==> config.mk <==
export PLATFORM = sky130hd
export DESIGN_NAME = dual_servo_slew_pwm
export DESIGN_NICKNAME = d
export VERILOG_FILES = /design/src/rtl/core/dssp_pkg.sv /design/src/rtl/core/dssp_slew.sv /design/src/rtl/core/dssp_pulse.sv /design/src/rtl/core/dual_servo_slew_pwm.sv
export SDC_FILE = /design/constraint.sdc
export NUM_CORES = 1
export LEC_CHECK = 0
export ABC_AREA = 1
export ABC_CLOCK_PERIOD_IN_PS = 6500
export BUFFER_PORTS_ARGS = -buffer_cell sky130_fd_sc_hd__buf_2
export CORE_ASPECT_RATIO = 1.1
export CORE_MARGIN = 4
export CORE_UTILIZATION = 58
export CTS_CLUSTER_DIAMETER = 50
export DETAILED_ROUTE_END_ITERATION = 10
export PLACE_DENSITY = 0.78
export SLEW_MARGIN = 20
export SYNTH_ARGS = -nofsm -noshare
export SYNTH_HDL_FRONTEND = slang
export SYNTH_SLANG_ARGS = --single-unit
==> constraint.sdc <==
create_clock -name aclk -period 6.5 [get_ports aclk]
set_input_delay 0.325 -clock aclk [delete_from_list [all_inputs] [get_ports aclk]]
set_output_delay 0.325 -clock aclk [all_outputs]
set_load 0.02 [all_outputs]
==> src/rtl/core/dssp_pkg.sv <==
// ----------------------------------------------------------------------------
// dssp_pkg
// Types, constants and helpers shared by the dual servo slew limiter.
// ----------------------------------------------------------------------------
package dssp_pkg;

    localparam int ANGLE_W     = 9;
    localparam int TARGET_W    = 10;
    localparam int SEL_W       = 2;
    localparam int CMP_W       = 22;
    localparam int MIN_PULSE_W = 12;
    localparam int SENS_W      = 8;
    localparam int CFG_IDX_W   = 2;
    localparam int CFG_DATA_W  = 12;

    // min_pulse * 25 and sensitivity * 25, held pre-scaled
    localparam int MP25_W   = 17;
    localparam int SENS25_W = 13;

    localparam logic [ANGLE_W-1:0] ANGLE_MAX  = '1;
    localparam logic [ANGLE_W-1:0] STEP_DEG   = ANGLE_W'(2);
    localparam logic [ANGLE_W-1:0] HOME_ANGLE = ANGLE_W'(90);

    localparam logic [ANGLE_W-1:0]     MIN_ANGLE_RST   = ANGLE_W'(0);
    localparam logic [ANGLE_W-1:0]     MAX_ANGLE_RST   = ANGLE_W'(180);
    localparam logic [MIN_PULSE_W-1:0] MIN_PULSE_RST   = MIN_PULSE_W'(100);
    localparam logic [SENS_W-1:0]      SENSITIVITY_RST = SENS_W'(1);

    typedef enum logic [CFG_IDX_W-1:0] {
        REG_MIN_ANGLE   = 2'd0,
        REG_MAX_ANGLE   = 2'd1,
        REG_MIN_PULSE   = 2'd2,
        REG_SENSITIVITY = 2'd3
    } cfg_reg_t;

    typedef enum logic {
        ACT_TICK = 1'b0,
        ACT_MOVE = 1'b1
    } action_t;

    localparam logic [SEL_W-1:0] SEL_ONE = SEL_W'(1);
    localparam logic [SEL_W-1:0] SEL_TWO = SEL_W'(2);

    typedef struct packed {
        logic               moved;
        logic [ANGLE_W-1:0] angle;
    } slew_res_t;

    // x * 25 as x*16 + x*8 + x
    function automatic logic [MP25_W-1:0] times25_pulse(input logic [MIN_PULSE_W-1:0] x);
        logic [MP25_W-1:0] xe;
        xe = MP25_W'(x);
        return (xe << 4) + (xe << 3) + xe;
    endfunction

    function automatic logic [SENS25_W-1:0] times25_sens(input logic [SENS_W-1:0] x);
        logic [SENS25_W-1:0] xe;
        xe = SENS25_W'(x);
        return (xe << 4) + (xe << 3) + xe;
    endfunction

endpackage

==> src/rtl/core/dssp_slew.sv <==
// ----------------------------------------------------------------------------
// dssp_slew
// One channel's slew step: move the angle 2 degrees toward the goal.
// ----------------------------------------------------------------------------
module dssp_slew (
    input  logic [dssp_pkg::ANGLE_W-1:0] angle_now,
    input  logic [dssp_pkg::ANGLE_W-1:0] angle_goal,
    output dssp_pkg::slew_res_t          res
);
    import dssp_pkg::*;

    logic [ANGLE_W:0] up_sum;

    assign up_sum = {1'b0, angle_now} + {1'b0, STEP_DEG};

    always_comb begin
        res.moved = (angle_now != angle_goal);
        if (angle_now < angle_goal) begin
            // saturate at the top of the angle range
            res.angle = up_sum[ANGLE_W] ? ANGLE_MAX : up_sum[ANGLE_W-1:0];
        end else if (angle_now > angle_goal) begin
            // saturate at zero
            res.angle = (angle_now < STEP_DEG) ? '0 : angle_now - STEP_DEG;
        end else begin
            res.angle = angle_now;
        end
    end

endmodule

==> src/rtl/core/dssp_pulse.sv <==
// ----------------------------------------------------------------------------
// dssp_pulse
// PWM compare for one angle: (min_pulse + (angle - min_angle) * sens) * 25.
// ----------------------------------------------------------------------------
module dssp_pulse (
    input  logic [dssp_pkg::ANGLE_W-1:0]  angle,
    input  logic [dssp_pkg::ANGLE_W-1:0]  min_angle,
    input  logic [dssp_pkg::MP25_W-1:0]   min_pulse25,
    input  logic [dssp_pkg::SENS25_W-1:0] sens25,
    output logic [dssp_pkg::CMP_W-1:0]    compare
);
    import dssp_pkg::*;

    localparam int DIFF_W = ANGLE_W + 1;
    localparam int PROD_W = DIFF_W + SENS25_W + 1;
    localparam int SUM_W  = PROD_W + 1;

    logic signed [DIFF_W-1:0]   diff;
    logic signed [SENS25_W:0]   sens_s;
    logic signed [PROD_W-1:0]   prod;
    logic signed [SUM_W-1:0]    on_time;

    // scale folded into the pre-scaled config, so one multiply remains
    assign diff    = $signed({1'b0, angle}) - $signed({1'b0, min_angle});
    assign sens_s  = $signed({1'b0, sens25});
    assign prod    = PROD_W'(diff) * PROD_W'(sens_s);
    assign on_time = SUM_W'(prod) + $signed(SUM_W'({1'b0, min_pulse25}));

    // clamp a negative on-time to zero
    assign compare = on_time[SUM_W-1] ? '0 : on_time[CMP_W-1:0];

endmodule

==> src/rtl/core/dual_servo_slew_pwm.sv <==
// ----------------------------------------------------------------------------
// dual_servo_slew_pwm
// Two-channel servo slew limiter with PWM compare generation.
// ----------------------------------------------------------------------------
// Every input word produces exactly one result word. A move word (action 1)
// on channel 1 or 2 rounds the target down to even, clamps it to the angle
// limits, stores it as that channel's goal and sets busy; other channel
// numbers are dropped without effect except for the result word. A tick word
// (action 0) steps each channel 2 degrees toward its goal and rewrites the
// compare of each channel that moved. The block takes one word per cycle
// while m_ready stays high: the input register feeds the slew step, a
// middle register holds the new angles, and the compare multiply sits
// between it and the output register. Configuration writes are registered;
// min_pulse and sensitivity are stored pre-multiplied by 25. Write
// configuration only while no word is in flight.
// ----------------------------------------------------------------------------
module dual_servo_slew_pwm (
    input  logic                                aclk,
    input  logic                                aresetn,

    input  logic                                cfg_wr_en,
    input  logic [dssp_pkg::CFG_IDX_W-1:0]      cfg_index,
    input  logic [dssp_pkg::CFG_DATA_W-1:0]     cfg_wdata,

    input  logic                                s_valid,
    output logic                                s_ready,
    input  logic                                s_action,
    input  logic [dssp_pkg::SEL_W-1:0]          s_servo_sel,
    input  logic signed [dssp_pkg::TARGET_W-1:0] s_target_angle,

    output logic                                m_valid,
    input  logic                                m_ready,
    output logic [dssp_pkg::CMP_W-1:0]          m_pulse_one,
    output logic [dssp_pkg::CMP_W-1:0]          m_pulse_two,
    output logic                                m_update_one,
    output logic                                m_update_two,
    output logic                                m_busy_res
);
    import dssp_pkg::*;

    // ---------------- configuration ----------------
    logic [ANGLE_W-1:0]  min_angle_reg;
    logic [ANGLE_W-1:0]  max_angle_reg;
    logic [MP25_W-1:0]   min_pulse25_reg;
    logic [SENS25_W-1:0] sens25_reg;

    // Hold each register until its index is written; pre-scale the pulse terms.
    always_ff @(posedge aclk) begin
        if (!aresetn) begin
            min_angle_reg   <= MIN_ANGLE_RST;
            max_angle_reg   <= MAX_ANGLE_RST;
            min_pulse25_reg <= times25_pulse(MIN_PULSE_RST);
            sens25_reg      <= times25_sens(SENSITIVITY_RST);
        end else if (cfg_wr_en) begin
            unique case (cfg_reg_t'(cfg_index))
                REG_MIN_ANGLE:   min_angle_reg   <= cfg_wdata[ANGLE_W-1:0];
                REG_MAX_ANGLE:   max_angle_reg   <= cfg_wdata[ANGLE_W-1:0];
                REG_MIN_PULSE:   min_pulse25_reg <= times25_pulse(cfg_wdata[MIN_PULSE_W-1:0]);
                REG_SENSITIVITY: sens25_reg      <= times25_sens(cfg_wdata[SENS_W-1:0]);
                default: ;
            endcase
        end
    end

    // ---------------- pipeline flow control ----------------
    logic in_vld_reg, mid_vld_reg, out_vld_reg;
    logic out_load, mid_load, in_load;
    logic mid_move, in_move;

    // A stage loads when it is empty or its word moves on this cycle.
    assign out_load = !out_vld_reg || m_ready;
    assign mid_move = mid_vld_reg && out_load;
    assign mid_load = !mid_vld_reg || out_load;
    assign in_move  = in_vld_reg && mid_load;
    assign in_load  = !in_vld_reg || mid_load;
    assign s_ready  = in_load;

    // ---------------- stage 1: input register ----------------
    logic                       action_reg;
    logic [SEL_W-1:0]           sel_reg;
    logic signed [TARGET_W-1:0] target_reg;

    always_ff @(posedge aclk) begin
        if (!aresetn) begin
            in_vld_reg <= 1'b0;
        end else if (in_load) begin
            in_vld_reg <= s_valid;
        end
    end

    always_ff @(posedge aclk) begin
        if (in_load && s_valid) begin
            action_reg <= s_action;
            sel_reg    <= s_servo_sel;
            target_reg <= s_target_angle;
        end
    end

    // ---------------- slew and goal update ----------------
    logic [ANGLE_W-1:0] now_one_reg, goal_one_reg, now_two_reg, goal_two_reg;
    logic [ANGLE_W-1:0] now_one_next, goal_one_next, now_two_next, goal_two_next;
    logic               busy_reg, busy_next;
    slew_res_t          slew_one, slew_two;

    dssp_slew u_slew_one (
        .angle_now  (now_one_reg),
        .angle_goal (goal_one_reg),
        .res        (slew_one)
    );

    dssp_slew u_slew_two (
        .angle_now  (now_two_reg),
        .angle_goal (goal_two_reg),
        .res        (slew_two)
    );

    // Round the target down to even, then clamp it: the lower limit wins.
    logic signed [TARGET_W:0] target_even;
    logic [ANGLE_W-1:0]       goal_clamped;
    logic                     sel_valid;
    logic                     is_move;
    logic                     upd_one, upd_two;

    assign target_even = {target_reg[TARGET_W-1], target_reg[TARGET_W-1:1], 1'b0};
    assign sel_valid   = (sel_reg == SEL_ONE) || (sel_reg == SEL_TWO);
    assign is_move     = (action_t'(action_reg) == ACT_MOVE);

    always_comb begin
        priority if (target_even < $signed({2'b00, min_angle_reg})) begin
            goal_clamped = min_angle_reg;
        end else if (target_even > $signed({2'b00, max_angle_reg})) begin
            goal_clamped = max_angle_reg;
        end else begin
            goal_clamped = target_even[ANGLE_W-1:0];
        end
    end

    always_comb begin
        now_one_next  = now_one_reg;
        now_two_next  = now_two_reg;
        goal_one_next = goal_one_reg;
        goal_two_next = goal_two_reg;
        busy_next     = busy_reg;
        upd_one       = 1'b0;
        upd_two       = 1'b0;
        if (is_move) begin
            if (sel_reg == SEL_ONE) begin
                goal_one_next = goal_clamped;
            end
            if (sel_reg == SEL_TWO) begin
                goal_two_next = goal_clamped;
            end
            if (sel_valid) begin
                busy_next = 1'b1;
            end
        end else begin
            upd_one      = slew_one.moved;
            upd_two      = slew_two.moved;
            now_one_next = slew_one.angle;
            now_two_next = slew_two.angle;
            if (!slew_one.moved && !slew_two.moved) begin
                busy_next = 1'b0;
            end
        end
    end

    // Advance channel state as each word leaves the input register.
    always_ff @(posedge aclk) begin
        if (!aresetn) begin
            now_one_reg  <= HOME_ANGLE;
            goal_one_reg <= HOME_ANGLE;
            now_two_reg  <= HOME_ANGLE;
            goal_two_reg <= HOME_ANGLE;
            busy_reg     <= 1'b0;
        end else if (in_move) begin
            now_one_reg  <= now_one_next;
            goal_one_reg <= goal_one_next;
            now_two_reg  <= now_two_next;
            goal_two_reg <= goal_two_next;
            busy_reg     <= busy_next;
        end
    end

    // ---------------- stage 2: middle register ----------------
    logic               mid_upd_one_reg, mid_upd_two_reg, mid_busy_reg;
    logic [ANGLE_W-1:0] mid_ang_one_reg, mid_ang_two_reg;

    always_ff @(posedge aclk) begin
        if (!aresetn) begin
            mid_vld_reg <= 1'b0;
        end else if (mid_load) begin
            mid_vld_reg <= in_vld_reg;
        end
    end

    always_ff @(posedge aclk) begin
        if (in_move) begin
            mid_upd_one_reg <= upd_one;
            mid_upd_two_reg <= upd_two;
            mid_busy_reg    <= busy_next;
            mid_ang_one_reg <= now_one_next;
            mid_ang_two_reg <= now_two_next;
        end
    end

    // ---------------- compare computation ----------------
    logic [CMP_W-1:0] cmp_one_new, cmp_two_new;
    logic [CMP_W-1:0] compare_one_reg, compare_two_reg;
    logic [CMP_W-1:0] compare_one_next, compare_two_next;

    dssp_pulse u_pulse_one (
        .angle       (mid_ang_one_reg),
        .min_angle   (min_angle_reg),
        .min_pulse25 (min_pulse25_reg),
        .sens25      (sens25_reg),
        .compare     (cmp_one_new)
    );

    dssp_pulse u_pulse_two (
        .angle       (mid_ang_two_reg),
        .min_angle   (min_angle_reg),
        .min_pulse25 (min_pulse25_reg),
        .sens25      (sens25_reg),
        .compare     (cmp_two_new)
    );

    // Keep the old compare unless this word moved the channel.
    assign compare_one_next = mid_upd_one_reg ? cmp_one_new : compare_one_reg;
    assign compare_two_next = mid_upd_two_reg ? cmp_two_new : compare_two_reg;

    always_ff @(posedge aclk) begin
        if (!aresetn) begin
            compare_one_reg <= '0;
            compare_two_reg <= '0;
        end else if (mid_move) begin
            compare_one_reg <= compare_one_next;
            compare_two_reg <= compare_two_next;
        end
    end

    // ---------------- stage 3: output register ----------------
    logic [CMP_W-1:0] out_pulse_one_reg, out_pulse_two_reg;
    logic             out_upd_one_reg, out_upd_two_reg, out_busy_reg;

    always_ff @(posedge aclk) begin
        if (!aresetn) begin
            out_vld_reg <= 1'b0;
        end else if (out_load) begin
            out_vld_reg <= mid_vld_reg;
        end
    end

    always_ff @(posedge aclk) begin
        if (mid_move) begin
            out_pulse_one_reg <= compare_one_next;
            out_pulse_two_reg <= compare_two_next;
            out_upd_one_reg   <= mid_upd_one_reg;
            out_upd_two_reg   <= mid_upd_two_reg;
            out_busy_reg      <= mid_busy_reg;
        end
    end

    assign m_valid      = out_vld_reg;
    assign m_pulse_one  = out_pulse_one_reg;
    assign m_pulse_two  = out_pulse_two_reg;
    assign m_update_one = out_upd_one_reg;
    assign m_update_two = out_upd_two_reg;
    assign m_busy_res   = out_busy_reg;

    // ---------------- assertions ----------------
    // A channel that moved means a move is still settling.
    a_update_implies_busy: assert property (@(posedge aclk) disable iff (!aresetn)
        m_valid && (m_update_one || m_update_two) |-> m_busy_res)
        else $error("update reported without busy");

    // Idle means both channels sit on their goals.
    a_idle_settled: assert property (@(posedge aclk) disable iff (!aresetn)
        !busy_reg |-> (now_one_reg == goal_one_reg) && (now_two_reg == goal_two_reg))
        else $error("busy clear while a channel is off its goal");

    // Backpressure only when every stage holds a word.
    a_ready_full: assert property (@(posedge aclk) disable iff (!aresetn)
        !s_ready |-> in_vld_reg && mid_vld_reg && out_vld_reg)
        else $error("input stalled with a free stage");

endmodule
After elaboration in Yosys (flattened, before gate mapping)
Index checks and enable logic that the tools add are counted. W data, S select, Z words.

Register bits after elaboration: 213. Input port bits: 32. Output and inout port bits: 49. Word-level logic and storage cells: 95.

Add/sub/neg operators: 12. Multiply operators: 2. Magnitude comparators: 8. Equality and inequality tests: 7. Mux-type cells: 19. Reductions and logical operators: 20.

Operators with widths (count): $mux W9 (12); $mux W22 (4); $add A24 B18 Y25 (2); $mul A10 B14 Y24 (2); $add A9 B2 Y10 const B (2); $sub A9 B9 Y10 (2); $gt A9 B9 Y1 (2); $lt A9 B2 Y1 const B (2); $lt A9 B9 Y1 (2); $ne A9 B9 Y1 (2); $sub A9 B2 Y9 const B (2); $add A16 B15 Y17 (1); $add A17 B12 Y17 (1); $add A12 B11 Y13 (1); $add A13 B8 Y13 (1); $gt A10 B10 Y1 (1); $lt A10 B10 Y1 (1); $reduce_and A2 Y1 (4); $eq A2 B2 Y1 const B (3); $reduce_and A3 Y1 (2); $logic_not A1 Y1 (5); $eq A2 B1 Y1 const B (2); $logic_and A1 B1 Y1 (4); $logic_or A1 B1 Y1 (4); other kinds (2) (4).

Longest topological paths before layout
Word-level depth: 5. Gate-level depth with buffers: 39. Depth with buffers taken out: 38.

Modules after synthesis
A second synthesis with hierarchy kept.

Cells, all modules: 3004. Area, all modules: 22771.8 µm².

By module, submodules not included: dual_servo_slew_pwm (times used 1, cells an instance 1068, area an instance 9472.8 µm², sequential area each 5044.8 µm²); dssp_pulse (u_pulse_one) (times used 1, cells an instance 811, area an instance 5814.3 µm², sequential area each 0.0 µm²); dssp_pulse (u_pulse_two) (times used 1, cells an instance 811, area an instance 5813.1 µm², sequential area each 0.0 µm²); dssp_slew (times used 2, cells an instance 157, area an instance 835.8 µm², sequential area each 0.0 µm²).

Least setup slack after synthesis
OpenSTA, ideal clock, no wires.

Kind: reg2reg. Start point: register min_angle_reg[0]. End point: register compare_one_reg[12]. Setup time: 0.112 ns. Arrival: 5.970 ns. Data required time: 6.388 ns. Path slack: 0.418 ns. Cell stages (with the launch flop): 32. Buffers on the path: 2. Period minus slack after synthesis: 6.082 ns. Cells stage by stage: dfxtp_1 -> ha_1 -> fa_1 -> o21ai_1 -> nand4_1 -> o211ai_1 -> xnor2_1 -> buf_2 -> nor2_1 -> fa_1 -> inv_1 -> fa_1 -> inv_1 -> fa_1 -> fa_1 -> inv_1 -> fa_1 -> inv_1 -> ha_1 -> a21oi_1 -> nand2_1 -> inv_1 -> nand2_1 -> nand2_1 -> nand3_2 -> nor2_1 -> nor2_4 -> buf_6 -> nand2_2 -> nand3_1 -> nand2_1 -> inv_1.

Cells in the longest elaborated chain, start to end: 5.

Ends and longest elaborated chain: from (decl) (RTL line dual_servo_slew_pwm.sv:42) `logic [ANGLE_W-1:0] min_angle_reg;`; from (signal assigned) (RTL line dual_servo_slew_pwm.sv:56) `REG_MIN_ANGLE: min_angle_reg <= cfg_wdata[ANGLE_W-1:0];`; $sub A9 B9 Y10 (RTL line dssp_pulse.sv:24) `assign diff = $signed({1'b0, angle}) - $signed({1'b0, min_angle});`; $mul A10 B14 Y24 (RTL line dssp_pulse.sv:26) `assign prod = PROD_W'(diff) * PROD_W'(sens_s);`; $add A24 B18 Y25 (RTL line dssp_pulse.sv:27) `assign on_time = SUM_W'(prod) + $signed(SUM_W'({1'b0, min_pulse25}));`; $mux W22 (RTL line dssp_pulse.sv:30) `assign compare = on_time[SUM_W-1] ? '0 : on_time[CMP_W-1:0];`; $mux W22 (RTL line dual_servo_slew_pwm.sv:228) `assign compare_one_next = mid_upd_one_reg ? cmp_one_new : compare_one_reg;`; to (signal assigned) (RTL line dual_servo_slew_pwm.sv:236) `compare_one_reg <= compare_one_next;`; to (decl) (RTL line dual_servo_slew_pwm.sv:208) `logic [CMP_W-1:0] compare_one_reg, compare_two_reg;`.

Every way passes these cells. A chain may end at the register's enable or synchronous reset.

Final worst setup path
Start point: register min_angle_reg[3]. End point: register out_pulse_one_reg[19] (netlist: m_pulse_one[19]), data pin.

Cells in the longest elaborated chain, start to end: 5.

Ends and longest elaborated chain: $sub A9 B9 Y10 (RTL line dssp_pulse.sv:24); $mul A10 B14 Y24 (RTL line dssp_pulse.sv:26); $add A24 B18 Y25 (RTL line dssp_pulse.sv:27); $mux W22 (RTL line dssp_pulse.sv:30); $mux W22 (RTL line dual_servo_slew_pwm.sv:228); named net compare_one_next[19] (RTL line dual_servo_slew_pwm.sv:209) `logic [CMP_W-1:0] compare_one_next, compare_two_next;`; to (signal assigned) (RTL line dual_servo_slew_pwm.sv:255) `out_pulse_one_reg <= compare_one_next;`; to (decl) (RTL line dual_servo_slew_pwm.sv:242) `logic [CMP_W-1:0] out_pulse_one_reg, out_pulse_two_reg;`.

The timed path passes the listed nets, and every way through them passes these cells.

==> results.tsv <==
metric	value	unit
worst slew pin tran	0.990	ns
WL/cell	15.8	µm
max cap viols	0	
main combinational cell family by area after synthesis	adder cells	
CTS tree	built	
RSZ-0062 raised after global routing	yes	
Inst Count DP	3601	
clk slew on worst S/H paths	0.06	ns
# DRC	0	
Worst Skew	0.0163	ns
Top FF cell, synth	dfxtp_1	
Max Freq	0.159	GHz
io pins	81	
Post-Synth Adder-Cell Area	32.8	%
vias in the first global route	19800	
Final Max Slew Viols	0	
nets	3657	
register area share after synthesis	22.6	%
Final GP Congestion	0.921	
slowest stage cell on the critical path	fa_1	
CP endpoint kind	flip-flop	
htree depth	1	
#FFs+latches synth	212	
fill cell total of the finished layout	3229	
Worst-Skew Late Latency	0.57	ns
Pwr Density	517	mW/mm²
Post-Route WL	58.4	mm
Post-Syn Area	0.0224	mm²
Post-synth EDFFs	80	
Synth Warn #	0	
post-route minimum period	6.30	ns
most frequent cells in the layout	nand2_1, inv_1, nor2_1	
Initial Util	58.7	%
Detailed Place HPWL	45.2	mm
Sink Count	212	
CP Launch Type	flip-flop	
Core Box Area	0.0381	mm²
mux share of post-synthesis cell area	0	%
Syn Inst Count	2971	
Leak Pwr	13.7	nW
drt pass-1 iters	6	
Netlist cell types	45	
status	complete, no violations	
Die Area	0.0417	mm²
remaining antenna violation count after routing	0	
peak supply drop	0.675	mV
grt total ovfl	0	
Rows	75	
commonest non-fill, non-tap cell in the layout	nand2_1	
# setup viols final	0	
TritonCTS buffer count	28	
period utilization	97.0	%
CP Class	flip-flop to flip-flop	
Setup WS post-layout	0.198	ns
Final Hold Vio Count	0	
non-filler cells, final	3692	
area growth from synthesis to layout	15.8	%
placed cell area	0.0240	mm²
CTS root buf	clkbuf_16	
max incr delay on CP	0.54	ns
CP required	6.83	ns
Die Wd	195	µm
FFs w/ async S/R, synth	0	%
post-synthesis xor/xnor area fraction	1.76	%
PortBufs	79	
Tot GR Track Use	27.5	%
vias per cell	5.36	
syn nets	3458	
WP data arrival	6.63	ns
total number of vias	19800	
Post-Synth Simple-Gate Area	23.3	%
Chip Height	214	µm
DR iter-0 viols	1157	
syn avg cell area	7.52	µm²
CTS Buffer Depth	3	
post-synthesis compound-gate area fraction	7.31	%
ANT cells	0	
largest net degree at the start of global routing	96	
global-route wire length before repair	94.6	mm
proportion of layout cells with a drive suffix above 1	14.6	%
hold crit path type	input pin to flip-flop	
final core occ	68.0	%
antenna violations before repair	0	
slew margin rel.	34.0	%
post-route cell area	0.0259	mm²
crit path max fanout	4	
dpl ws	-0.187	ns
cell usage after synthesis (9+ instances only):
| cell | n | area [µm²] |
|---|---|---|
| fa_1 | 219 | 4380 |
| or2_2 | 21 | 131 |
| nand3b_1 | 12 | 90.1 |
| nand3_1 | 120 | 601 |
| dfxtp_1 | 132 | 2640 |
| ha_1 | 236 | 2950 |
| a21oi_1 | 149 | 746 |
| xnor2_1 | 17 | 149 |
| inv_2 | 11 | 41.3 |
| inv_1 | 607 | 2280 |
| edfxtp_1 | 80 | 2400 |
| nor3_1 | 10 | 50.1 |
| clkbuf_1 | 59 | 221 |
| clkinv_1 | 12 | 45.0 |
| nand3_2 | 9 | 90.1 |
| o21ai_0 | 70 | 350 |
| nand2_2 | 27 | 169 |
| nand2_1 | 703 | 2640 |
| o211ai_1 | 25 | 188 |
| nand4_1 | 23 | 144 |
| nor2_1 | 313 | 1170 |
| o21ai_1 | 9 | 45.0 |
| xor2_1 | 28 | 245 |
cell type report:
cell class | instances | area (µm²) | area share [%]
inverter | 630 | 2390 | 9.25
sequential | 212 | 5050 | 19.5
clock inverter | 21 | 264 | 1.02
tap | 500 | 626 | 2.42
timing repair inverter | 2 | 13.8 | 0.0532
clock buffer | 31 | 712 | 2.75
timing repair buffer | 246 | 1740 | 6.71
multi-input combinational | 2050 | 15100 | 58.3
worst max-delay path: cells and delay by family (launching register included):
family                     cells  cell delay, ns
DFF                            1            0.34
AOI/OAI and AO/OA              6            0.85
and+or+nand+nor                9            0.91
buffers and inverters          9            0.82
adders and majority gates      7            3.16
kinds of logic (layout without fill, tap and decap cells):
logic type / after synthesis / after routing
flip-flops: 212 / 212
AO/OA/AOI/OAI: 293 / 293
buffers and inverters: 711 / 930
XOR/XNOR: 45 / 45
adder cells (fa/ha/maj): 455 / 455
AND/OR/NAND/NOR: 1255 / 1257
path summary, 6_finish.rpt:
path                                                     from                         to  slack (ns)  depth (start not counted)
worst max-delay path            min_angle_reg[3]$_SDFFE_PN0P_  m_pulse_one[19]$_DFFE_PP_        0.20                         31
worst min-delay path                                  m_ready       m_valid$_SDFFE_PN0P_        0.05                          4
worst max register to register  min_angle_reg[3]$_SDFFE_PN0P_  m_pulse_one[19]$_DFFE_PP_        0.20                         31
worst min register to register         mid_busy_reg$_DFFE_PP_       m_busy_res$_DFFE_PP_        0.44                          0
stage by stage:
step	hold WS, ns	total power, mW	TNS (ns)
global placement	0.451	10.7	-0.202
detailed placement	0.435	10.9	-8.60
CTS	0.0260	12.6	0
finish	0.0516	13.4	0
global route	0.0819	14.9	-1.76
floorplan	0.400	8.01	0
report_power, final:
part           leakage, nW  switching (mW)  internal (mW)  total, mW
registers             1.83          0.0753           1.60       1.67
logic                 11.4            5.79           4.31       10.1
clock network        0.470           0.637          0.965       1.60
per-layer routing:
layer / up-vias / part of all wire, % / GRT usage (%)
met1: 9349 / 39 / 33.8
met2: 694 / 49 / 48.7
met5: - / 0 / 0
li1: 9541 / - / -
met4: 0 / 5.6 / 13.0
met3: 203 / 6.5 / 3.39
repair_timing:
item | in CTS | in global routing
endpoints found under the hold margin | 12 | 0
setup buffers | 7 | 16
pin swaps | 3 | 74
cloned | 2 | 2
hold buffers | 12 | 0
endpoints found under the setup margin | 88 | 88
resized for setup | 4 | 123
Power figures use the tool's default switching activity.
